**config.mk**
```make
export PLATFORM = sky130hd
export DESIGN_NAME = wire_field_encoder
export DESIGN_NICKNAME = d
export VERILOG_FILES = /design/src/sv/wfe_pkg.sv /design/src/sv/wire_field_encoder.sv
export SDC_FILE = /design/constraint.sdc
export NUM_CORES = 1
export LEC_CHECK = 0
export BUFFER_PORTS_ARGS = -buffer_cell sky130_fd_sc_hd__buf_2
export CAP_MARGIN = 20
export CORE_ASPECT_RATIO = 0.9
export CORE_MARGIN = 1
export CORE_UTILIZATION = 50
export CTS_BUF_LIST = sky130_fd_sc_hd__clkbuf_16
export DETAILED_ROUTE_END_ITERATION = 6
export GPL_ROUTABILITY_DRIVEN = 0
export PLACE_DENSITY = 0.81
export SLEW_MARGIN = 20
export SYNTH_ARGS = -nofsm -noshare
export SYNTH_HDL_FRONTEND = slang
export SYNTH_SLANG_ARGS = --single-unit
```
**constraint.sdc**
```tcl
create_clock -name clock -period 13.25 [get_ports clock]
set_input_delay 1.325 -clock clock [delete_from_list [all_inputs] [get_ports clock]]
set_output_delay 1.325 -clock clock [all_outputs]
set_load 0.05 [all_outputs]
```
**src/sv/wfe_pkg.sv**
```systemverilog
// Shared types and constants of the wire-format field encoder.
package wfe_pkg;

   // Value encodings, as carried in req_tuser.
   typedef enum logic [2:0] {
      OP_VARINT32 = 3'd0,
      OP_VARINT64 = 3'd1,
      OP_ZIGZAG32 = 3'd2,
      OP_ZIGZAG64 = 3'd3,
      OP_FIXED32  = 3'd4,
      OP_FIXED64  = 3'd5,
      OP_BOOL     = 3'd6
   } opcode_type;

   // The one req_tuser code that is not an encoding; such an item sends nothing.
   localparam logic [2:0] OP_UNUSED = 3'd7;

   localparam int unsigned TAG_W    = 32;
   localparam int unsigned VALUE_W  = 64;
   localparam int unsigned REQ_DW   = 104;
   localparam int unsigned REQ_UW   = 3;
   localparam int unsigned BYTE_W   = 8;

   // Bit positions inside req_tdata.
   localparam int unsigned TAG_LSB   = 0;
   localparam int unsigned VALUE_LSB = 32;
   localparam int unsigned WTAG_BIT  = 96;
   localparam int unsigned SKIP_BIT  = 97;

endpackage

```
**src/sv/wire_field_encoder.sv**
```systemverilog
// Top level of the protocol-buffer wire-format field encoder.
//
// The encoder takes one field per item on the req_ channel and sends it out on
// the rsp_ channel as a run of bytes, one byte per item, with rsp_tlast on the
// final byte. When with_tag is set the 32-bit tag goes first as a base-128
// varint; the value follows as a varint (plain, sign-extended 32-bit, or zigzag),
// as 4 or 8 little-endian bytes, or as one bool byte. A field whose value tests
// zero while skip_if_zero is set, or one with the unused opcode, produces no
// bytes at all and is retired in the cycle it is accepted. A field that sends 1
// to 15 bytes holds the input side until its final byte is emitted; the single
// 64-bit shift register peels off one 7-bit varint group or one 8-bit fixed
// byte per cycle while the output side does not stall. The result sits in an
// output register, so the next field can be accepted while the final byte of
// the previous run still waits to be taken.
module wire_field_encoder (
   input  logic         clock,
   input  logic         reset,
   // req_tdata fields from bit 0: tag[31:0], value[63:0], with_tag,
   // skip_if_zero, then six zero pad bits.
   input  logic [103:0] req_tdata,
   // req_tuser fields from bit 0: opcode[2:0].
   input  logic [2:0]   req_tuser,
   input  logic         req_tvalid,
   output logic         req_tready,
   // rsp_tdata fields from bit 0: out_byte[7:0].
   output logic [7:0]   rsp_tdata,
   output logic         rsp_tlast,
   output logic         rsp_tvalid,
   input  logic         rsp_tready
);

   typedef enum logic [1:0] {
      ST_IDLE,
      ST_TAG,
      ST_VALUE
   } state_type;

   state_type                      state_ff, state_in;
   logic [wfe_pkg::VALUE_W-1:0]    shift_ff, shift_in;
   logic [wfe_pkg::VALUE_W-1:0]    value_ff, value_in;
   logic                           fixed_ff, fixed_in;
   logic [2:0]                     count_ff, count_in;
   logic [wfe_pkg::BYTE_W-1:0]     byte_ff, byte_in;
   logic                           last_ff, last_in;
   logic                           valid_ff, valid_in;

   // Input field decode.
   wfe_pkg::opcode_type            opcode;
   logic [wfe_pkg::TAG_W-1:0]      tag;
   logic [wfe_pkg::VALUE_W-1:0]    value;
   logic [31:0]                    lo;
   logic                           with_tag;
   logic                           skip_if_zero;
   logic                           is_zero;
   logic                           drop;
   logic [wfe_pkg::VALUE_W-1:0]    enc;
   logic                           enc_fixed;
   logic [2:0]                     enc_count;

   // Shared byte unit.
   logic                           varint_mode;
   logic                           more;
   logic                           seg_end;
   logic [wfe_pkg::BYTE_W-1:0]     emit_byte;
   logic                           emit;
   logic                           accept;

   assign opcode       = wfe_pkg::opcode_type'(req_tuser);
   assign tag          = req_tdata[wfe_pkg::TAG_LSB +: wfe_pkg::TAG_W];
   assign value        = req_tdata[wfe_pkg::VALUE_LSB +: wfe_pkg::VALUE_W];
   assign lo           = value[31:0];
   assign with_tag     = req_tdata[wfe_pkg::WTAG_BIT];
   assign skip_if_zero = req_tdata[wfe_pkg::SKIP_BIT];

   // Work out the value as it will be sent, before any byte leaves.
   always_comb begin
      enc       = value;
      enc_fixed = 1'b0;
      enc_count = 3'd0;
      is_zero   = (value == '0);
      drop      = 1'b0;
      unique case (opcode)
         wfe_pkg::OP_VARINT32: begin
            is_zero = (lo == '0);
            enc     = {{32{lo[31]}}, lo};
         end
         wfe_pkg::OP_VARINT64: begin
            enc = value;
         end
         wfe_pkg::OP_ZIGZAG32: begin
            is_zero = (lo == '0);
            enc     = {32'd0, {lo[30:0], 1'b0} ^ {32{lo[31]}}};
         end
         wfe_pkg::OP_ZIGZAG64: begin
            enc = {value[62:0], 1'b0} ^ {64{value[63]}};
         end
         wfe_pkg::OP_FIXED32: begin
            is_zero   = (lo == '0);
            enc       = {32'd0, lo};
            enc_fixed = 1'b1;
            enc_count = 3'd3;
         end
         wfe_pkg::OP_FIXED64: begin
            enc       = value;
            enc_fixed = 1'b1;
            enc_count = 3'd7;
         end
         wfe_pkg::OP_BOOL: begin
            // A one-byte varint of 0 or 1 is exactly the bool byte.
            enc = {63'd0, ~is_zero};
         end
         default: begin
            drop = 1'b1;
         end
      endcase
      if (skip_if_zero && is_zero) begin
         drop = 1'b1;
      end
   end

   assign req_tready = (state_ff == ST_IDLE);
   assign accept     = req_tvalid && req_tready;

   // The tag is always a varint; the value is a varint unless it is fixed.
   assign varint_mode = (state_ff == ST_TAG) || !fixed_ff;
   assign more        = (shift_ff[wfe_pkg::VALUE_W-1:7] != '0);
   assign seg_end     = varint_mode ? !more : (count_ff == 3'd0);
   assign emit_byte   = varint_mode ? {more, shift_ff[6:0]} : shift_ff[7:0];
   assign emit        = (state_ff != ST_IDLE) && (!valid_ff || rsp_tready);

   always_comb begin
      state_in = state_ff;
      shift_in = shift_ff;
      value_in = value_ff;
      fixed_in = fixed_ff;
      count_in = count_ff;
      byte_in  = byte_ff;
      last_in  = last_ff;
      valid_in = valid_ff && !rsp_tready;

      if (accept && !drop) begin
         fixed_in = enc_fixed;
         count_in = enc_count;
         if (with_tag) begin
            shift_in = {32'd0, tag};
            value_in = enc;
            state_in = ST_TAG;
         end else begin
            shift_in = enc;
            state_in = ST_VALUE;
         end
      end

      if (emit) begin
         byte_in  = emit_byte;
         valid_in = 1'b1;
         last_in  = seg_end && (state_ff == ST_VALUE);
         shift_in = varint_mode ? (shift_ff >> 7) : (shift_ff >> 8);
         if (!varint_mode) begin
            count_in = count_ff - 3'd1;
         end
         if (seg_end) begin
            if (state_ff == ST_TAG) begin
               shift_in = value_ff;
               state_in = ST_VALUE;
            end else begin
               state_in = ST_IDLE;
            end
         end
      end
   end

   always_ff @(posedge clock) begin
      if (reset) begin
         state_ff <= ST_IDLE;
         valid_ff <= 1'b0;
      end else begin
         state_ff <= state_in;
         valid_ff <= valid_in;
      end
      shift_ff <= shift_in;
      value_ff <= value_in;
      fixed_ff <= fixed_in;
      count_ff <= count_in;
      byte_ff  <= byte_in;
      last_ff  <= last_in;
   end

   assign rsp_tdata  = byte_ff;
   assign rsp_tlast  = last_ff;
   assign rsp_tvalid = valid_ff;

endmodule

```
==> results.json, run 1 <==
{
  "post_cts_resized": 0,
  "worst_pin_slew_ps": 1030,
  "die_width_um": 138,
  "n_fill_cell": 1315,
  "holdPathStages": 0,
  "maxCapViolCount": 0,
  "worstSetupStartpointType": "input pin",
  "grt_pass1_vias": 6136,
  "critPathCaptureType": "flip-flop",
  "cts_buffer_depth": 2,
  "pwr_density_cell_nw_per_um2": 147,
  "setup_violations": 0,
  "syn2layout_area_growth_pct": 15.6,
  "die-area_um2": 17100,
  "coreArea_um2": 16200,
  "fin_tns_setup_ps": 0,
  "utilization_pct": 59.2,
  "r2r_cells": 7,
  "drt_iter0_drc": 932,
  "synth_ff_type": "edfxtp_1",
  "diodes": 0,
  "wl_per_cell_um": 19.4,
  "ant_nets": 0,
  "drive_above_1_share_pct": 23.0,
  "vias_per_cell": 6.18,
  "grt_max_degree": 87,
  "routed_wl_um": 21500,
  "regArea_um2": 4260,
  "syn_area_per_cell_um2": 10.3,
  "fmax_mhz": 219,
  "synth_edf_count": 138,
  "hold_viol": 0,
  "multiInputGateArea_um2": 3730,
  "drt_drc_violations_left": 0,
  "clock-sinks": 144,
  "skew_ps": 5.62,
  "synth_seq_cells": 144,
  "start_util_pct": 51.2,
  "async_flop_share_pct": 0,
  "num-nets-final": 1001,
  "htree_levels": 4,
  "holdBufCountCts": 0,
  "crit_fanout": 35,
  "synth_nets": 918,
  "place.port_buffers": 115,
  "clkLatencyLatePin_ps": 430,
  "fin_crit_sh_pct": 34.4,
  "yosysWarnings": 0,
  "period_needed_ps": 4560,
  "syn_area_um2": 8280,
  "synth_cells": 803,
  "crit_type": "input pin to flip-flop",
  "rsz0062_at_grt": "no",
  "worst_slew_margin_rel_pct": 31.3,
  "fp-row-count": 44,
  "worstHoldPathType": "flip-flop to flip-flop",
  "antenna_found_initial": 0,
  "grt_util_all_layers_pct": 26.1,
  "cts_tree": "yes",
  "cts_root_buf": "clkbuf_16",
  "cp.arrival_ps": 4630,
  "slew_violations": 0,
  "seq_area_frac_synth_pct": 51.5,
  "firstDrtPassIters": 6,
  "overflow": 0,
  "leakagePower_nw": 3.53,
  "status": "finished clean",
  "dpl.hpwl_um": 14100,
  "finalHoldWorstSlack_ps": 420,
  "synth_cell_type_count": 49,
  "io_pins": 122,
  "postCtsSetupRepairBufs": 0,
  "cts_buffers": 17,
  "grt_pass1_wl_um": 33200,
  "crit_required_ps": 13320,
  "dr_total_vias": 6830,
  "die_h_um": 124,
  "cts.reportedPaths.clkPinSlew_ps": 50,
  "ir_drop_v": 0.000110
}
[flip-flops by register name, indices dropped and copies added (netlist names)]
signal,flops
rsp_tdata,8
count_ff,3
rsp_tvalid,1
fixed_ff,1
state_ff,2
rsp_tlast,1
value_ff,64
shift_ff,64
[placed cells by master, fill, tap and decap left out, drive strengths merged, types with 2 or more instances in the layout]
master and n:
edfxtp 138, buf 128, a21oi 95, nand2 73, nand3 67, o21ai 60, nor2 39, mux2i 33
xnor2 32, o22ai 31, xor2 29, nand3b 25, nor4 24, mux2 24, clkbuf 17, inv 10
clkinv 10, a22o 8, nand4 7, dfxtp 6, nand2b 4, ha 4, bufinv 4, nor3 3
and2 3, or4 3, nor4b 2, nor2b 2, a31oi 2, or3 2, o311ai 2
[report_power, final]
group / internal [W] / total (W) / switching [W]
logic: 0.000105 / 0.000286 / 0.000181
clock network: 0.000310 / 0.000493 / 0.000183
registers: 0.000587 / 0.000630 / 0.0000432
total: 0.00100 / 0.00141 / 0.000407
[path summary, 6_finish.rpt]
check           startpoint           end  slack [ps]
min reg2reg    shift_ff[3]  rsp_tdata[3]         420
min            shift_ff[3]  rsp_tdata[3]         420
max          req_tdata[95]  shift_ff[13]        8690
max reg2reg   shift_ff[45]  shift_ff[60]        9570
[cells by family (layout without fill, tap and decap cells)]
family | after synthesis | in the layout | synth area share [%]
flip-flops | 144 | 144 | 51.5
AO/OA/AOI/OAI | 207 | 207 | 14.8
adder cells (fa/ha/maj) | 4 | 4 | 0.604
AND/OR/NAND/NOR | 256 | 256 | 15.5
multiplexers | 57 | 57 | 7.25
buffers and inverters | 74 | 170 | 3.93
XOR/XNOR | 61 | 61 | 6.45
[cells in the mapped netlist, drive strengths merged (24+ instances only)]
master	n	area [um2]
edfxtp	138	4140
a21oi	95	551
nand2	73	274
nand3	67	335
o21ai	60	300
clkbuf	49	184
nor2	39	154
mux2i	33	330
xnor2	32	280
o22ai	31	194
xor2	29	254
nand3b	25	188
mux2	24	270
nor4	24	150
[layout make-up]
cell class | count | share of cell area (%)
sequential | 144 | 44.5
timing repair buffer | 128 | 7.11
clock buffer | 17 | 4.44
inverter | 10 | 0.392
tap | 207 | 2.70
clock inverter | 15 | 1.83
multi-input combinational | 585 | 39.0
[metrics by stage]
| stage | power, W | worst slack [ps] | cells | cell area, um2 |
|---|---|---|---|---|
| after floorplan | 0.000821 | 8180 | 803 | 8280 |
| after global placement | 0.000905 | 8350 | 1073 | 8950 |
| after detailed placement | 0.000916 | 8330 | 1073 | 8960 |
| after CTS | 0.00141 | 8760 | 1105 | 9560 |
| after global routing | 0.00146 | 8490 | 1106 | 9580 |
| final | 0.00141 | 8690 | 1106 | 9580 |
[metal layers]
metal	global-route usage [%]	wire length, um	vias up
met2	40.0	9990	353
li1	-	-	3170
met4	10.2	582	0
met5	0	0	-
met3	5.54	1710	48
met1	36.1	9220	3259
[worst max-delay path, cell delays in order]
cell,delay (ps)
buf_2,80
buf_4,470
inv_1,130
ha_1,230
nor4b_1,160
nand4_1,170
o22ai_1,140
a31oi_1,570
or2_2,760
buf_4,530
No activity file was read; power rests on OpenSTA's default activity.
==> inputs of run 2 (changes only) <==
--- a/config.mk
+++ b/config.mk
@@ -5,6 +5,7 @@
 export SDC_FILE = /design/constraint.sdc
 export NUM_CORES = 1
 export LEC_CHECK = 0
+export ABC_AREA = 1
 export BUFFER_PORTS_ARGS = -buffer_cell sky130_fd_sc_hd__buf_2
 export CAP_MARGIN = 20
 export CORE_ASPECT_RATIO = 0.9
@@ -13,7 +14,7 @@
 export CTS_BUF_LIST = sky130_fd_sc_hd__clkbuf_16
 export DETAILED_ROUTE_END_ITERATION = 6
 export GPL_ROUTABILITY_DRIVEN = 0
-export PLACE_DENSITY = 0.81
+export PLACE_DENSITY = 0.83
 export SLEW_MARGIN = 20
 export SYNTH_ARGS = -nofsm -noshare
 export SYNTH_HDL_FRONTEND = slang
==> constraint.sdc (replaced) <==
create_clock -name clock -period 3.8 [get_ports clock]
set_input_delay 0.38 -clock clock [delete_from_list [all_inputs] [get_ports clock]]
set_output_delay 0.38 -clock clock [all_outputs]
set_load 0.05 [all_outputs]
==> results.json, run 2 <==
{
  "critical-path-max-stage-delay_ps": 600,
  "synthTopCellsByArea": "edfxtp_1, nand2_1, o21ai_2, inv_1, nor2_1",
  "clock-sinks": 144,
  "cp.arrival_ps": 3230,
  "placed_cell_area_um2": 11200,
  "fin_tns_setup_ps": 0,
  "fp-row-count": 50,
  "finalHoldWorstSlack_ps": 141,
  "skew_ps": 5.47,
  "path_common_cell": "nand2_1",
  "synth_commonest_cells": "nand2_1, inv_1, edfxtp_1",
  "io_pins": 122,
  "clkLatencyLatePin_ps": 440,
  "grt_pass1_wl_um": 44200,
  "synth_top_cell_area_share_pct": 39.1,
  "synth_ff_type": "edfxtp_1",
  "internal_power_w": 0.00377,
  "antenna_found_initial": 0,
  "fin_crit_sh_pct": 80.1,
  "status": "finished clean",
  "crit_fanout": 69,
  "place.port_buffers": 115,
  "drive_above_1_share_pct": 30.0,
  "post_cts_resized": 0,
  "critPathSlowestCell": "nand2_4",
  "cts_tree": "yes",
  "syn2layout_area_growth_pct": 12.3,
  "seq_area_frac_synth_pct": 40.2,
  "synth_seq_cells": 144,
  "diodes": 0,
  "holdBufCountCts": 0,
  "grt_util_all_layers_pct": 26.0,
  "coreArea_um2": 20800,
  "yosysTopAreaCell": "edfxtp_1",
  "setup_violations": 0,
  "syn_area_per_cell_um2": 7.77,
  "switching_share_pct": 35.2,
  "cts.reportedPaths.clkPinSlew_ps": 60,
  "period_needed_ps": 3040,
  "dpl.hpwl_um": 19400,
  "drt_iter0_drc": 1214,
  "overflow": 0,
  "maxCapViolCount": 0,
  "synth_nets": 1480,
  "critPathCaptureType": "flip-flop",
  "yosysWarnings": 0,
  "slew_violations": 0,
  "clkPwrFrac_pct": 31.4,
  "htree_levels": 4,
  "ff2ff_setup_slack_ps": 760,
  "dr_total_vias": 9622,
  "leakagePower_nw": 5.41,
  "layout_common_cells": "nand2_1, inv_1, edfxtp_1",
  "cts_root_buf": "clkbuf_16",
  "synth_cells": 1365,
  "start_util_pct": 51.0,
  "die-area_um2": 21800,
  "worst_slew_margin_rel_pct": 26.7,
  "num-nets-final": 1555,
  "wl_per_cell_um": 16.0,
  "die_h_um": 140,
  "grt_max_degree": 70,
  "netSwitchingPower_w": 0.00205,
  "share_comb_of_total_power_pct": 30.4,
  "hold_viol": 0,
  "cts_buffers": 17,
  "n_fill_cell": 1835,
  "firstDrtPassIters": 6,
  "cts_buffer_depth": 2,
  "yosysMostFrequentCell": "nand2_1",
  "synth_edf_count": 138,
  "fin_area_um2": 11900,
  "ant_nets": 0,
  "crit_chain": "nand2_4, nand2_4, inv_2, o21ai_4, nand2_2, nand2_1, nand2_1, nand2_1, nand2_1",
  "grt_pass1_vias": 8758,
  "postCtsSetupRepairBufs": 0,
  "crit_type": "flip-flop to flip-flop",
  "worstSetupStartpointType": "flip-flop",
  "ir_drop_v": 0.000292,
  "final_common_cell": "nand2_1",
  "syn_area_um2": 10600,
  "synth_cell_type_count": 39,
  "rsz0062_at_grt": "no",
  "die_width_um": 155,
  "fmax_mhz": 328,
  "drt_drc_violations_left": 0,
  "worstHoldPathType": "input pin to flip-flop",
  "pwr_density_cell_nw_per_um2": 489,
  "vias_per_cell": 5.53,
  "worst_pin_slew_ps": 1100,
  "async_flop_share_pct": 0,
  "seqPwrFrac_pct": 38.2,
  "routed_wl_um": 27900,
  "crit_required_ps": 3990
}
-- run 2: power groups by stage --
| stage | sequential, W | clock [W] | combinational [W] |
|---|---|---|---|
| 6_report | 0.00222 | 0.00183 | 0.00177 |
| 5_1_grt | 0.00224 | 0.00189 | 0.00194 |
| 4_1_cts | 0.00222 | 0.00183 | 0.00174 |
| 3_5_place_dp | 0.00225 | 0 | 0.00171 |
| 3_3_place_gp | 0.00224 | 0 | 0.00165 |
| 2_1_floorplan | 0.00227 | 0 | 0.00125 |
-- run 2: final timing paths --
check,endpoint,depth (start not counted),start
min,rsp_tvalid,2,reset
min reg2reg,rsp_tdata[0],0,shift_ff[0]
max reg2reg,shift_ff[45],9,state_ff[0]
max,shift_ff[45],9,state_ff[0]
-- run 2: through the flow --
| step | setup slack (ps) | power [W] | util (%) | std cells |
|---|---|---|---|---|
| after floorplan | 368 | 0.00352 | - | 1365 |
| after global placement | 792 | 0.00388 | 54.2 | 1706 |
| after detailed placement | 721 | 0.00396 | 54.2 | 1706 |
| after CTS | 779 | 0.00578 | 57.2 | 1738 |
| after global routing | 524 | 0.00607 | 57.3 | 1739 |
| final | 755 | 0.00582 | 57.3 | 1739 |
-- run 2: routing by layer --
metal,vias up,part of all wire (%),track usage (%)
li1,4643,-,-
met1,4401,41,34.3
met2,505,46,41.2
met3,73,9.3,4.86
met4,0,3.5,12.4
met5,-,0,0
-- run 2: layout make-up --
cell class / count / area [um2] / area share [%]
Timing Repair Buffer: 133 / 743 / 6.24
Multi-Input combinational cell: 933 / 5100 / 42.8
Clock inverter: 15 / 218 / 1.83
Inverter: 211 / 797 / 6.69
Tap cell: 286 / 358 / 3.01
Clock buffer: 17 / 425 / 3.57
Sequential cell: 144 / 4260 / 35.8
-- run 2: worst max-delay path, delay by kind of cell, from the launching register on --
kind	cells	cell delay, ps
and+or+nand+nor	7	1830
buffers and inverters	1	150
DFF	1	430
AOI/OAI and AO/OA	1	370
-- run 2: kinds of logic (layout without fill, tap and decap cells) --
logic type | count (synthesis) | in the layout | synth area share [%]
and+or+nand+nor | 656 | 656 | 27.9
xor gates and xnor gates | 1 | 1 | 0.0826
DFF | 144 | 144 | 40.2
adders and majority gates | 4 | 4 | 0.472
AOI/OAI and AO/OA | 272 | 272 | 19.4
buffers and inverters | 288 | 376 | 11.9
